### src/rtl/kdce_pkg.sv
`timescale 1ns / 1ps
package kdce_pkg;

  localparam int MATRIX_ROWS = 4;
  localparam int MATRIX_COLS = 4;
  localparam int KEY_COUNT = MATRIX_ROWS * MATRIX_COLS;
  localparam int KEY_POS_W = $clog2(KEY_COUNT);
  localparam int KEY_IDX_W = $clog2(KEY_COUNT + 1);
  localparam int CODE_W = 14;
  localparam int TIME_W = 32;
  localparam int DEB_W = 8;

  localparam logic [DEB_W-1:0] DEBOUNCE_RESET = 8'd30;
  // Largest code that still takes another digit
  localparam logic [CODE_W-1:0] CODE_APPEND_MAX = 14'd999;
  localparam logic [CODE_W-1:0] CODE_MAX = 14'd9999;

  typedef enum logic [2:0] {
    EV_NONE    = 3'd0,
    EV_CHANGED = 3'd1,
    EV_CANCEL  = 3'd2,
    EV_CONFIRM = 3'd3,
    EV_STATUS  = 3'd4
  } event_t;

  typedef enum logic [2:0] {
    KC_DIGIT,
    KC_CLEAR,
    KC_CANCEL,
    KC_CONFIRM,
    KC_STATUS
  } key_class_t;

  // Newly stable press handed to the code entry logic
  typedef struct packed {
    logic                 press;
    logic [KEY_POS_W-1:0] pos;
  } key_press_t;

  // Layout, row by row: 1 2 3 A / 4 5 6 B / 7 8 9 C / * 0 # D
  function automatic key_class_t key_class(input logic [KEY_POS_W-1:0] pos);
    key_class_t c;
    case (pos)
      4'd3, 4'd14: c = KC_CONFIRM;  // A, hash
      4'd7, 4'd12: c = KC_CANCEL;   // B, star
      4'd11:       c = KC_CLEAR;    // C
      4'd15:       c = KC_STATUS;   // D
      default:     c = KC_DIGIT;
    endcase
    return c;
  endfunction

  function automatic logic [3:0] key_digit(input logic [KEY_POS_W-1:0] pos);
    logic [3:0] d;
    case (pos)
      4'd0:    d = 4'd1;
      4'd1:    d = 4'd2;
      4'd2:    d = 4'd3;
      4'd4:    d = 4'd4;
      4'd5:    d = 4'd5;
      4'd6:    d = 4'd6;
      4'd8:    d = 4'd7;
      4'd9:    d = 4'd8;
      4'd10:   d = 4'd9;
      default: d = 4'd0;
    endcase
    return d;
  endfunction

endpackage

### src/rtl/kdce_code_entry.sv
`timescale 1ns / 1ps
module kdce_code_entry (
  input  kdce_pkg::key_press_t              key,
  input  logic [kdce_pkg::CODE_W-1:0]       code,
  output logic [kdce_pkg::CODE_W-1:0]       code_next,
  output kdce_pkg::event_t                  ev
);

  kdce_pkg::key_class_t       cls;
  logic [3:0]                 digit;
  logic [kdce_pkg::CODE_W-1:0] appended;

  assign cls   = kdce_pkg::key_class(key.pos);
  assign digit = kdce_pkg::key_digit(key.pos);
  // code * 10 + digit; only used while code <= 999, so 14 bits hold it
  assign appended = (code << 3) + (code << 1) + {{(kdce_pkg::CODE_W-4){1'b0}}, digit};

  always_comb begin
    code_next = code;
    ev        = kdce_pkg::EV_NONE;
    if (key.press) begin
      case (cls)
        kdce_pkg::KC_DIGIT: begin
          if (code <= kdce_pkg::CODE_APPEND_MAX) begin
            code_next = appended;
          end
          ev = kdce_pkg::EV_CHANGED;
        end
        kdce_pkg::KC_CLEAR: begin
          code_next = '0;
          ev        = kdce_pkg::EV_CHANGED;
        end
        kdce_pkg::KC_CANCEL: begin
          code_next = '0;
          ev        = kdce_pkg::EV_CANCEL;
        end
        kdce_pkg::KC_CONFIRM: begin
          ev = (code != '0) ? kdce_pkg::EV_CONFIRM : kdce_pkg::EV_NONE;
        end
        default: begin
          ev = kdce_pkg::EV_STATUS;
        end
      endcase
    end
  end

endmodule

### src/rtl/keypad_debounce_code_entry.sv
`timescale 1ns / 1ps
// Channel   Dir  Handshake                    Payload
// s_axis    in   s_axis_tvalid/s_axis_tready  tuser: action; tdata: key_matrix, now_ms
// m_axis    out  m_axis_tvalid/m_axis_tready  tuser: event_code;
//                                             tdata: selection_code, stable_key_index
// cfg       in   cfg_valid/cfg_ready          cfg_data: debounce_time_ms
//
// One word in, one word out. A word is held in the input register until the
// result register is free to take it; with no output stall, one word per cycle
// is sustained, set by the combinational debounce/code update.
// Reset (rst, sync, active high) clears key state, code, and sets debounce to 30 ms.
// A stalled output holds the result; the input register still drains into it
// the moment the consumer takes the old word, so no bubble is added.
module keypad_debounce_code_entry (
  input  logic        clk,
  input  logic        rst,
  input  logic        s_axis_tvalid,
  output logic        s_axis_tready,
  input  logic [47:0] s_axis_tdata,   // [15:0] key_matrix, [47:16] now_ms
  input  logic        s_axis_tuser,   // [0] action: 0 poll, 1 clear code
  output logic        m_axis_tvalid,
  input  logic        m_axis_tready,
  output logic [23:0] m_axis_tdata,   // [13:0] selection_code, [18:14] stable_key_index,
                                      // [23:19] zero
  output logic [2:0]  m_axis_tuser,   // [2:0] event_code
  input  logic        cfg_valid,
  output logic        cfg_ready,
  input  logic [7:0]  cfg_data        // debounce_time_ms
);

  localparam int KC = kdce_pkg::KEY_COUNT;
  localparam int PW = kdce_pkg::KEY_POS_W;
  localparam int IW = kdce_pkg::KEY_IDX_W;
  localparam int CW = kdce_pkg::CODE_W;
  localparam int TW = kdce_pkg::TIME_W;
  localparam int DW = kdce_pkg::DEB_W;

  // Configuration
  logic [DW-1:0] hold_time_ms;

  // Input register
  logic          in_valid;
  logic          in_action;
  logic [KC-1:0] in_matrix;
  logic [TW-1:0] in_now;

  // Keypad state
  logic [IW-1:0] raw_key;
  logic [IW-1:0] stable_key;
  logic [TW-1:0] change_time;
  logic [CW-1:0] entered_code;

  // Result register
  logic             out_valid;
  kdce_pkg::event_t out_event;
  logic [CW-1:0]    out_code;
  logic [IW-1:0]    out_key;

  logic advance;

  assign advance       = in_valid && (!out_valid || m_axis_tready);
  assign s_axis_tready = !in_valid || advance;
  assign cfg_ready     = 1'b1;

  // First pressed key in row-major order, 0 for none
  logic [IW-1:0] raw;
  always_comb begin
    raw = '0;
    for (int i = KC - 1; i >= 0; i--) begin
      if (in_matrix[i]) begin
        raw = IW'(i + 1);
      end
    end
  end

  logic          raw_changed;
  logic [TW-1:0] elapsed;
  logic          settled;
  logic          take_stable;

  assign raw_changed = raw != raw_key;
  // A changed raw key restarts the timer at now, so elapsed is zero
  assign elapsed     = raw_changed ? '0 : in_now - change_time;
  assign settled     = elapsed >= {{(TW-DW){1'b0}}, hold_time_ms};
  assign take_stable = !in_action && settled && (raw != stable_key);

  kdce_pkg::key_press_t press;
  logic [CW-1:0]        code_key;
  kdce_pkg::event_t     ev_key;

  assign press = '{press: take_stable && (raw != '0), pos: PW'(raw - IW'(1))};

  kdce_code_entry u_entry (
    .key       (press),
    .code      (entered_code),
    .code_next (code_key),
    .ev        (ev_key)
  );

  logic [CW-1:0]    entered_code_next;
  logic [IW-1:0]    stable_key_next;

  assign entered_code_next = in_action ? '0 : code_key;
  assign stable_key_next   = take_stable ? raw : stable_key;

  always_ff @(posedge clk) begin
    if (rst) begin
      hold_time_ms <= kdce_pkg::DEBOUNCE_RESET;
      in_valid     <= 1'b0;
      out_valid    <= 1'b0;
      raw_key      <= '0;
      stable_key   <= '0;
      change_time  <= '0;
      entered_code <= '0;
    end else begin
      if (cfg_valid && cfg_ready) begin
        hold_time_ms <= cfg_data;
      end
      if (s_axis_tvalid && s_axis_tready) begin
        in_valid <= 1'b1;
      end else if (advance) begin
        in_valid <= 1'b0;
      end
      if (advance) begin
        out_valid <= 1'b1;
      end else if (m_axis_tready) begin
        out_valid <= 1'b0;
      end
      if (advance) begin
        entered_code <= entered_code_next;
        stable_key   <= stable_key_next;
        if (!in_action && raw_changed) begin
          raw_key     <= raw;
          change_time <= in_now;
        end
      end
    end
  end

  // Payload registers
  always_ff @(posedge clk) begin
    if (s_axis_tvalid && s_axis_tready) begin
      in_action <= s_axis_tuser;
      in_matrix <= s_axis_tdata[KC-1:0];
      in_now    <= s_axis_tdata[KC+TW-1:KC];
    end
    if (advance) begin
      out_event <= in_action ? kdce_pkg::EV_NONE : ev_key;
      out_code  <= entered_code_next;
      out_key   <= stable_key_next;
    end
  end

  assign m_axis_tvalid = out_valid;
  assign m_axis_tuser  = out_event;
  assign m_axis_tdata  = {5'b0, out_key, out_code};

  a_code_range: assert property (@(posedge clk) disable iff (rst)
    entered_code <= kdce_pkg::CODE_MAX)
    else $error("selection code above 9999");

  a_clear_zero: assert property (@(posedge clk) disable iff (rst)
    advance && in_action |=> out_code == '0 && out_event == kdce_pkg::EV_NONE)
    else $error("clear request did not zero the code");

  a_event_key: assert property (@(posedge clk) disable iff (rst)
    out_valid && out_event != kdce_pkg::EV_NONE |-> out_key != '0)
    else $error("event without a stable key");

  a_stable_hold: assert property (@(posedge clk) disable iff (rst)
    !advance |=> $stable(stable_key) && $stable(entered_code))
    else $error("keypad state moved without a word");

  a_out_matches_state: assert property (@(posedge clk) disable iff (rst)
    advance |=> out_code == entered_code && out_key == stable_key)
    else $error("result register out of step with state");

endmodule

### config.mk
export PLATFORM = sky130hd
export DESIGN_NAME = keypad_debounce_code_entry
export DESIGN_NICKNAME = d
export VERILOG_FILES = /design/src/rtl/kdce_pkg.sv /design/src/rtl/kdce_code_entry.sv /design/src/rtl/keypad_debounce_code_entry.sv
export SDC_FILE = /design/constraint.sdc
export NUM_CORES = 1
export LEC_CHECK = 0
export BUFFER_PORTS_ARGS = -buffer_cell sky130_fd_sc_hd__buf_4
export CAP_MARGIN = 40
export CORE_ASPECT_RATIO = 0.7
export CORE_MARGIN = 4
export CORE_UTILIZATION = 44
export CTS_CLUSTER_SIZE = 40
export DETAILED_ROUTE_END_ITERATION = 8
export SLEW_MARGIN = 5
export SYNTH_ARGS = -nofsm -noshare
export SYNTH_HDL_FRONTEND = slang
export SYNTH_HIERARCHICAL = 1
export SYNTH_SLANG_ARGS = --single-unit
### constraint.sdc
create_clock -name clk -period 9.31 [get_ports clk]
set_clock_uncertainty 0.15 [all_clocks]
set_input_delay 1.3965 -clock clk [delete_from_list [all_inputs] [get_ports clk]]
set_output_delay 1.3965 -clock clk [all_outputs]
set_load 0.01 [all_outputs]
==> results of run 1 <==
[per-layer routing]
layer	GRT usage	vias up	wire length [um]
met5	0	-	0
met4	0.04675	0	218
met3	0.05160	19	1461
li1	-	3612	-
met1	0.3169	3405	11800
met2	0.2518	206	8261
[sequential cells by signal, indices dropped and copies added (netlist names)]
| register | flops |
|---|---|
| in_valid | 1 |
| out_key | 5 |
| change_time | 32 |
| hold_time_ms | 8 |
| out_code | 14 |
| in_matrix | 16 |
| entered_code | 14 |
| stable_key | 5 |
| in_action | 1 |
| in_now | 32 |
| m_axis_tuser | 3 |
| m_axis_tvalid | 1 |
| raw_key | 5 |
[path summary, 6_finish.rpt]
check,start,endpoint,slack [ns],cells after the start
setup / recovery,in_matrix[14],entered_code[12],2.30,26
hold / removal,change_time[1],change_time[1],0.30,2
hold reg to reg,change_time[1],change_time[1],0.30,2
setup reg to reg,in_matrix[14],entered_code[12],2.30,26
[cell usage in the layout, fill, tap and decap left out, types with 5 or more instances in the layout]
cell / synthesis / routed
nand2_1: 155 / 155
a21oi_1: 103 / 103
buf_4: 7 / 91
inv_1: 72 / 72
edfxtp_1: 71 / 71
ha_1: 68 / 68
dfxtp_1: 66 / 66
nor2_1: 55 / 54
o21ai_0: 35 / 35
nor2b_1: 23 / 23
clkbuf_16: 0 / 17
xnor2_1: 16 / 16
a21o_1: 15 / 15
o211ai_1: 15 / 15
nand3_1: 14 / 14
o21a_1: 13 / 13
xor2_1: 12 / 12
nor3_1: 12 / 11
nand4_1: 10 / 10
nand2b_1: 9 / 9
a22o_1: 9 / 9
o21bai_1: 8 / 8
o2111ai_1: 8 / 8
a31oi_1: 7 / 7
mux2i_1: 7 / 7
nor4_1: 6 / 6
o31ai_1: 6 / 6
conb_1: 2 / 6
a211oi_1: 5 / 5
a311o_1: 5 / 5
a211o_1: 5 / 5
[through the flow]
step                      hold WS, ns  setup slack, ns  cells
after floorplan                0.2863            3.169    972
after global placement         0.2920            2.609   1282
after detailed placement       0.2965            2.288   1284
after CTS                      0.3048            2.238   1316
after global routing           0.3248            1.527   1316
final                          0.3028            2.295   1316
[worst max-delay path: cells and delay by family (launching register included)]
kind            cells  cell delay, ns
compound gates     10            2.73
xor+xnor            1            0.23
fa+ha+maj           1            0.26
buf+inv             1            0.09
flops               1            0.41
simple gates       13            3.06
[power by group through the flow]
stage                     clock network, mW  registers (mW)  logic, mW
after floorplan                           0           0.688      0.180
after global placement                    0           0.691      0.256
after detailed placement                  0           0.690      0.260
after CTS                             0.679           0.678      0.261
after global routing                  0.703           0.680      0.291
final                                 0.660           0.677      0.263
[final cells by class]
type,instances,area (um^2)
Sequential cell,137,3453
Multi-Input combinational cell,719,4752
Fill cell,1850,9051
Clock buffer,20,446.7
Clock inverter,12,126.4
Tap cell,264,330.3
Timing Repair Buffer,92,698.2
Inverter,72,270.3
[cell families (layout without fill, tap and decap cells)]
| family | count (synthesis) | count (layout) | synth area share |
|---|---|---|---|
| compound gates | 278 | 278 | 0.2145 |
| xor+xnor | 29 | 29 | 0.03015 |
| fa+ha+maj | 71 | 71 | 0.1050 |
| buf+inv | 116 | 196 | 0.05656 |
| flops | 137 | 137 | 0.3982 |
| mux | 13 | 13 | 0.01674 |
| other cells | 2 | 6 | 0.0008660 |
| simple gates | 322 | 322 | 0.1779 |
==> impl_metrics.py, run 1 <==
metrics = {
    "run": {
        "maxCapViolCount": 0,
    },
    "pwr": {
        "swShare": 0.2711,
        "report.power.total_mw": 1.600,
        "clockPowerShare": 0.413,
        "p_sw_mw": 0.4338,
        "vdd_drop_max_mv": 0.1218,
        "p_seq_frac": 0.423,
        "powerDensity_mw_per_mm2": 158.8,
        "p_comb_frac": 0.164,
        "intPower_mw": 1.166,
        "p_leak_nw": 3.954,
    },
    "floorplanning": {
        "die_y_um": 125.5,
        "fp-row-count": 42,
        "core_mm2": 0.01913,
        "die-area_mm2": 0.02206,
        "start_util": 0.4534,
        "die_width_um": 175.8,
        "io_pins": 92,
    },
    "clock_tree": {
        "cts_resized": 0,
        "clock_latency_ns": 0.43,
        "cts.path.max_buffers": 2,
        "hold_buffers": 0,
        "cts_setup_buffers": 0,
        "tritoncts": "built",
        "cts-root-buf": "clkbuf_16",
        "htreeDepth": 4,
        "clkTransAtPathRegs_ns": 0.06,
        "cts_sinks": 137,
        "cts_made_buffers": 17,
    },
    "placement": {
        "gp_congestion": 0.9150,
        "postPlaceCellArea_mm2": 0.009504,
        "port_buffers": 85,
        "hpwl_mm": 16.17,
    },
    "cells_and_area": {
        "final_util": 0.5268,
        "drive_above_1_share": 0.1445,
        "syn_to_final_growth_pct": 16.20,
        "fin_area_mm2": 0.01008,
        "finalNetCount": 1172,
        "n_antenna_cell": 0,
    },
    "synthesis": {
        "ys_warn_count": 6,
        "synth_area_leaders": "edfxtp_1 25%, dfxtp_1 15%, ha_1 9.8%, nand2_1 6.7%, a21oi_1 5.9%",
        "async_flop_share": 0,
        "synth-seq-cells": 137,
        "synthFlopType": "edfxtp_1",
        "netlist_area_mm2": 0.008672,
        "yosys.area.top_type_share": 0.2459,
        "yosysMostFrequentCell": "nand2_1",
        "synth_seq_area_share": 0.3982,
        "synth_common_cells": "155 x nand2_1, 103 x a21oi_1, 72 x inv_1, 71 x edfxtp_1, 68 x ha_1",
        "yosysTopAreaCell": "edfxtp_1",
        "synth_cell_type_count": 87,
        "syn_avg_cell_area_um2": 8.959,
        "synth-edff-count": 71,
        "syn_inst": 968,
    },
    "sta": {
        "tightestPinTransition_ns": 0.9373,
        "setup_violations": 0,
        "slew-limit-headroom": 0.3751,
        "final_hold_viol_count": 0,
        "finalSetupTns_ns": 0,
        "clock.fmax_mhz": 142.6,
        "rsz0062_at_grt": "no",
        "fin_crit_ns": 7.015,
        "drv_slew": 0,
        "post-route-period-util": 0.7535,
    },
    "detailed_routing": {
        "wirelength_mm": 21.75,
        "wl_per_cell_um": 16.52,
        "drt_iter0_markers": 612,
        "final_antenna_net_count": 0,
        "drc": 0,
        "viasPerCell": 5.503,
        "vias": 7242,
        "dr.pass1.iters": 5,
    },
    "worst_hold_path": {
        "hold_path.class": "reg2reg",
    },
    "outcome": {
        "status": "finished clean",
    },
    "setup_path": {
        "cp.arrival_ns": 7.22,
        "cp.required_ns": 9.51,
        "cp_max_fo": 12,
        "start_kind": "flip-flop",
        "critPathSlowestCell": "a221oi_2",
        "end_kind": "flip-flop",
        "criticalPathCategory": "reg2reg",
        "crit_path_max_incr_delay_ns": 0.77,
    },
    "global_route": {
        "grt_use_total": 0.1952,
        "antenna_found_initial": 0,
        "grt_pass1_vias": 6541,
        "grt_max_degree": 64,
        "grt_overflow_total": 0,
        "grt_first_pass_wirelength_mm": 34.65,
    },
}
No activity file was read; power rests on OpenSTA's default activity.
==> run 2, diff against run 1 <==
==> constraint.sdc (replaced) <==
create_clock -name clk -period 6.4 [get_ports clk]
set_clock_uncertainty 0.15 [all_clocks]
set_input_delay 0.96 -clock clk [delete_from_list [all_inputs] [get_ports clk]]
set_output_delay 0.96 -clock clk [all_outputs]
set_load 0.01 [all_outputs]
==> run 2 against run 1 <==
  * Core utilization increased by 0.35 points
  * Sequential share of layout area decreased by 0.22 points
  * Setup slack got worse by 1.7 ns
  * Critical path type unchanged
  * Critical endpoint unchanged
  * Highest routed layer unchanged
==> impl_metrics.py, run 2 (synthesis gave the netlist of run 1 again) <==
metrics = {
    "outcome": {
        "status": "finished clean",
    },
    "clock_tree": {
        "cts_made_buffers": 17,
        "cts_sinks": 137,
        "clock_latency_ns": 0.44,
        "cts.path.max_buffers": 2,
        "htreeDepth": 4,
        "clkTransAtPathRegs_ns": 0.06,
        "tritoncts": "built",
        "cts-root-buf": "clkbuf_16",
    },
    "pwr": {
        "powerDensity_mw_per_mm2": 226.5,
        "vdd_drop_max_mv": 0.2664,
        "p_leak_nw": 3.980,
        "report.power.total_mw": 2.298,
    },
    "detailed_routing": {
        "drc": 0,
        "final_antenna_net_count": 0,
        "wirelength_mm": 22.27,
        "vias": 7200,
        "viasPerCell": 5.446,
        "drt_iter0_markers": 606,
        "wl_per_cell_um": 16.84,
        "dr.pass1.iters": 5,
    },
    "sta": {
        "tightestPinTransition_ns": 0.8883,
        "setup_violations": 0,
        "clock.fmax_mhz": 171.4,
        "slew-limit-headroom": 0.4035,
        "post-route-period-util": 0.9116,
        "final_hold_viol_count": 0,
        "drv_slew": 0,
        "fin_crit_ns": 5.834,
        "whs_ns": 0.3032,
        "fin_ws_ns": 0.5659,
        "finalSetupTns_ns": 0,
    },
    "run": {
        "maxCapViolCount": 0,
    },
    "cells_and_area": {
        "final_common_cell": "nand2_1",
        "fillers": 1845,
        "multi_input_area_mm2": 0.004800,
        "layout.cells.non_filler": 1322,
        "n_antenna_cell": 0,
        "finalNetCount": 1178,
        "regArea_mm2": 0.003453,
        "drive_above_1_share": 0.1493,
        "most-common-layout-cells": "155 x nand2_1, 103 x a21oi_1, 97 x buf_4",
        "top_regs": "change_time (32), in_now (32), in_matrix (16)",
        "syn_to_final_growth_pct": 16.97,
    },
    "global_route": {
        "use_met3": 0.04828,
        "grt_max_degree": 64,
        "grt_first_pass_wirelength_mm": 35.82,
        "use_met1": 0.3328,
        "grt-busiest-layer": "met1",
        "grt_use_total": 0.2047,
        "grt_pass1_vias": 6645,
        "grtUsageMet2": 0.2681,
        "grt_overflow_total": 0,
        "antenna_found_initial": 0,
    },
    "setup_path": {
        "start_kind": "flip-flop",
        "cp.arrival_ns": 6.04,
        "end_kind": "flip-flop",
        "cp.required_ns": 6.61,
        "worst-r2r-setup-slack_ns": 0.57,
        "cp_max_fo": 7,
        "criticalPathCategory": "reg2reg",
    },
    "floorplanning": {
        "start_util": 0.4534,
        "die_y_um": 125.5,
        "io_pins": 92,
        "core_mm2": 0.01913,
        "fp-row-count": 42,
        "die_width_um": 175.8,
        "die-area_mm2": 0.02206,
    },
    "placement": {
        "port_buffers": 85,
        "pre_cts_ws_ns": 0.2454,
        "gp_congestion": 0.9220,
        "dpl.cell_count": 1288,
        "hpwl_mm": 16.51,
    },
    "worst_hold_path": {
        "hold_path.class": "reg2reg",
    },
}
[run 2: worst paths after layout]
path	startpoint	depth (start not counted)	to
setup / recovery	in_matrix[12]	25	entered_code[12]
hold / removal	change_time[15]	2	change_time[15]
setup reg to reg	in_matrix[12]	25	entered_code[12]
hold reg to reg	change_time[15]	2	change_time[15]
[run 2: layout make-up]
| cell class | instances | area share |
|---|---|---|
| timing repair buffer | 98 | 0.07376 |
| multi-input combinational | 719 | 0.4732 |
| sequential | 137 | 0.3404 |
| tap | 264 | 0.03256 |
| clock buffer | 20 | 0.04305 |
| inverter | 72 | 0.02664 |
| clock inverter | 12 | 0.01036 |
[run 2: metal layers]
layer,up-vias,share of wire
li1,3633,-
met3,18,0.057
met1,3348,0.55
met2,201,0.38
met5,-,0
met4,0,0.0099
[run 2: metrics by stage]
| step | cell area (um^2) | util |
|---|---|---|
| 4_1_cts | 10070 | 0.5264 |
| 3_5_place_dp | 9527 | 0.4980 |
| 6_report | 10140 | 0.5303 |
| 2_1_floorplan | 8687 | - |
| 3_3_place_gp | 9519 | 0.4976 |
| 5_1_grt | 10140 | 0.5303 |
[run 2: worst max-delay path, cell delays in order (launching register included)]
cell and delay [ns]:
edfxtp_1 0.44, o31ai_1 0.31, a211oi_1 0.11, o31ai_1 0.18, nor2b_1 0.23, xnor2_1 0.16
nand4_1 0.14, nor2_1 0.14, ha_1 0.26, a2111oi_2 0.41, inv_1 0.07, o31a_1 0.29
nor3b_1 0.20, o2111ai_1 0.15, or4_4 0.45, nor4_4 0.24, nor2_1 0.11, o21a_1 0.18
and4bb_1 0.24, a32oi_4 0.27, nand2_1 0.08, or4b_1 0.47, nand3_1 0.09, nor2b_1 0.16
nand2_1 0.07, a21oi_1 0.14
[run 2: report_power, final]
| part | leakage (nW) | switching, mW | internal [mW] |
|---|---|---|---|
| Combinational | 2.50 | 0.234 | 0.158 |
| Sequential | 1.22 | 0.0243 | 0.964 |
| Clock | 0.257 | 0.387 | 0.531 |
| Total | 3.98 | 0.645 | 1.65 |
[run 2: repair_timing]
action                                  in CTS  in global routing
endpoints found under the setup margin       0                 23
hold buffers                                 0                  0
resized for setup                            0                  7
setup buffers                                0                  2
==> run 3, diff against run 2 <==
--- a/config.mk
+++ b/config.mk
@@ -8,12 +8,12 @@
 export BUFFER_PORTS_ARGS = -buffer_cell sky130_fd_sc_hd__buf_4
 export CAP_MARGIN = 40
 export CORE_ASPECT_RATIO = 0.7
-export CORE_MARGIN = 4
+export CORE_MARGIN = 3
 export CORE_UTILIZATION = 44
 export CTS_CLUSTER_SIZE = 40
 export DETAILED_ROUTE_END_ITERATION = 8
+export PLACE_DENSITY = 0.65
 export SLEW_MARGIN = 5
 export SYNTH_ARGS = -nofsm -noshare
 export SYNTH_HDL_FRONTEND = slang
-export SYNTH_HIERARCHICAL = 1
 export SYNTH_SLANG_ARGS = --single-unit
==> run 3 against run 2 <==
  * Via count is 2.7% higher
  * Setup slack improved by 0.11 ns
  * Sequential power hardly changed
  * Synthesized cell count shrank 0.52%
  * Combinational power fell by 2%
  * First-iteration DRC count up 31%
  * Power up 4.3%
  * Register-to-register slack better by 0.11 ns
==> impl_metrics.py, run 3 <==
metrics = {
    "cells_and_area": {
        "top_regs": "change_time (32), in_now (32), in_matrix (16)",
        "most-common-layout-cells": "137 x nand2_1, 97 x a21oi_1, 92 x buf_4",
        "regArea_mm2": 0.003453,
        "syn_to_final_growth_pct": 16.58,
        "final_common_cell": "nand2_1",
        "multi_input_area_mm2": 0.004594,
        "drive_above_1_share": 0.1380,
        "n_antenna_cell": 0,
        "fillers": 1694,
        "final_util": 0.5373,
        "finalNetCount": 1165,
    },
    "synthesis": {
        "synth-seq-cells": 137,
        "synthAdderAreaFrac": 0.09819,
        "syn_inst": 963,
        "synthMuxAreaShare": 0.01720,
        "synth_seq_area_share": 0.4057,
        "async_flop_share": 0,
        "netlist_area_mm2": 0.008512,
        "synth_area_leaders": "edfxtp_1 25%, dfxtp_1 16%, ha_1 9.1%, nand2_1 6.0%, a21oi_1 5.7%",
        "yosysTopAreaCell": "edfxtp_1",
        "synthFlopType": "edfxtp_1",
        "yosys.area.top_type_share": 0.2505,
        "synth_common_cells": "137 x nand2_1, 97 x a21oi_1, 74 x inv_1, 71 x edfxtp_1, 68 x nor2_1",
        "synth_top_family_by_area": "compound AO/OA/AOI/OAI gates",
        "syn_avg_cell_area_um2": 8.839,
        "synth_cell_type_count": 73,
        "ys_warn_count": 0,
        "synth-simple-area-share": 0.1696,
        "synth_compound_area_frac": 0.2164,
        "synth_xor_area_frac": 0.03498,
        "synth-edff-count": 71,
        "yosysMostFrequentCell": "nand2_1",
    },
    "worst_hold_path": {
        "hold_start": "change_time[21]",
        "hold_depth": 2,
        "min_to": "change_time[21]",
        "hold_path.class": "reg2reg",
    },
    "setup_path": {
        "cpLargestDelayFamily": "compound AO/OA/AOI/OAI gates",
        "end_kind": "flip-flop",
        "cpMostUsedCell": "nand4_1",
        "cp.arrival_ns": 5.84,
        "r2r-start": "in_matrix[9]",
        "critPathSlowestCell": "a41oi_1",
        "start_kind": "flip-flop",
        "cp.required_ns": 6.51,
        "r2r_cells": 19,
        "crit_buf_inv": 1,
        "worst-r2r-setup-slack_ns": 0.68,
        "criticalPathCategory": "reg2reg",
        "cp_max_fo": 13,
        "r2r-end": "out_code[13]",
        "cp-startpoint": "in_matrix[9]",
        "crit_chain": "nor2_1 -> o31ai_1 -> a41oi_1 -> xor2_1 -> o2111ai_1 -> buf_4 -> or2_2 -> ha_1 -> nand2b_1 -> a211oi_1 -> o21ai_0 -> a221oi_1 -> nand4_1 -> nor4_1 -> nand4_1 -> o21ai_2 -> nor2_2 -> a21oi_1 -> o2bb2ai_1",
        "crit_path_max_incr_delay_ns": 0.77,
    },
    "global_route": {
        "grt-busiest-layer": "met1",
        "grt_first_pass_wirelength_mm": 34.78,
        "use_met1": 0.3538,
        "grt_overflow_total": 0,
        "antenna_found_initial": 0,
        "grt_use_total": 0.2103,
        "grt_max_degree": 56,
        "use_met3": 0.04057,
        "grtUsageMet2": 0.2600,
        "grt_pass1_vias": 6619,
    },
    "clock_tree": {
        "cts_resized": 0,
        "cts_sinks": 137,
        "cts.path.max_buffers": 2,
        "hold_buffers": 0,
        "clock_latency_ns": 0.42,
        "cts-root-buf": "clkbuf_16",
        "cts_made_buffers": 17,
        "tritoncts": "built",
        "clkTransAtPathRegs_ns": 0.06,
        "htreeDepth": 4,
        "cts_setup_buffers": 0,
    },
    "sta": {
        "clock.fmax_mhz": 174.7,
        "rsz0062_at_grt": "no",
        "final_hold_viol_count": 0,
        "slew-limit-headroom": 0.3807,
        "whs_ns": 0.3035,
        "fin_ws_ns": 0.6756,
        "drv_slew": 0,
        "tightestPinTransition_ns": 0.9168,
        "setup_violations": 0,
        "finalSetupTns_ns": 0,
        "post-route-period-util": 0.8944,
        "fin_crit_ns": 5.724,
    },
    "detailed_routing": {
        "drt_iter0_markers": 794,
        "dr.pass1.iters": 5,
        "wl_per_cell_um": 16.97,
        "drc": 0,
        "wirelength_mm": 21.83,
        "viasPerCell": 5.743,
        "final_antenna_net_count": 0,
        "vias": 7391,
    },
    "placement": {
        "port_buffers": 85,
        "gp_congestion": 0.8751,
        "hpwl_mm": 16.14,
        "pre_cts_ws_ns": 0.7832,
    },
    "run": {
        "maxCapViolCount": 0,
    },
    "floorplanning": {
        "die-area_mm2": 0.02108,
        "io_pins": 92,
        "die_width_um": 172.2,
        "fp-row-count": 41,
        "die_y_um": 122.4,
        "core_mm2": 0.01847,
        "start_util": 0.4609,
    },
    "pwr": {
        "vdd_drop_max_mv": 0.1736,
        "powerDensity_mw_per_mm2": 241.5,
        "p_leak_nw": 3.907,
        "report.power.total_mw": 2.397,
    },
    "outcome": {
        "status": "finished clean",
    },
}
-- run 3: changes by cell type in the layout (fill, tap and decap cells not counted), sizes merged, moves of 13 or more --
cell and change:
o2bb2ai +13, o21ai +14, nor2 +13, nand2 -19
a211oi +14, nor2b -15
-- run 3: area by class of cell --
cell class / count / share of cell area
multi-input combinational: 715 / 0.4630
sequential: 137 / 0.3480
timing repair buffer: 93 / 0.06998
clock buffer: 18 / 0.04325
tap: 236 / 0.02976
inverter: 74 / 0.02799
clock inverter: 14 / 0.01803
-- run 3: how the worst max path moves through the flow --
stage,endpoint,slack [ns],cells after the start
final,out_code[13],0.68,19
after global routing,out_code[1],0.25,19
after CTS,out_code[3],0.70,19
after detailed placement,out_code[13],0.78,19
after global placement,out_code[2],1.02,20
after floorplan,out_key[0],1.65,20
-- run 3: cells by family (layout without fill, tap and decap cells) --
logic type	count (synthesis)	count (layout)
and+or+nand+nor	313	313
AOI/OAI and AO/OA	283	283
DFF	137	137
buffers and inverters	115	199
adders and majority gates	65	65
xor gates and xnor gates	34	34
muxes	14	14
other	2	6
-- run 3: tightest hold or removal path, stage by stage (launching register included) --
cell and delay, ns:
dfxtp_1 0.31, nand2_1 0.05, a21oi_1 0.05
-- run 3: per-stage QoR --
stage          instance area (um^2)  std cells
6_report                       9923       1287
5_1_grt                        9923       1287
4_1_cts                        9923       1287
3_5_place_dp                   9315       1255
3_3_place_gp                   9304       1253
2_1_floorplan                  8527        967
-- run 3: layer usage --
metal / part of all wire / vias to the layer above
met1: 0.55 / 3399
li1: - / 3639
met3: 0.080 / 22
met5: 0 / -
met4: 0.012 / 0
met2: 0.36 / 331
-- run 3: where the power goes --
part           internal [mW]  leakage [nW]  switching, mW
sequential             0.965          1.23         0.0256
combinational          0.148          2.39          0.234
clock                  0.647         0.293          0.377
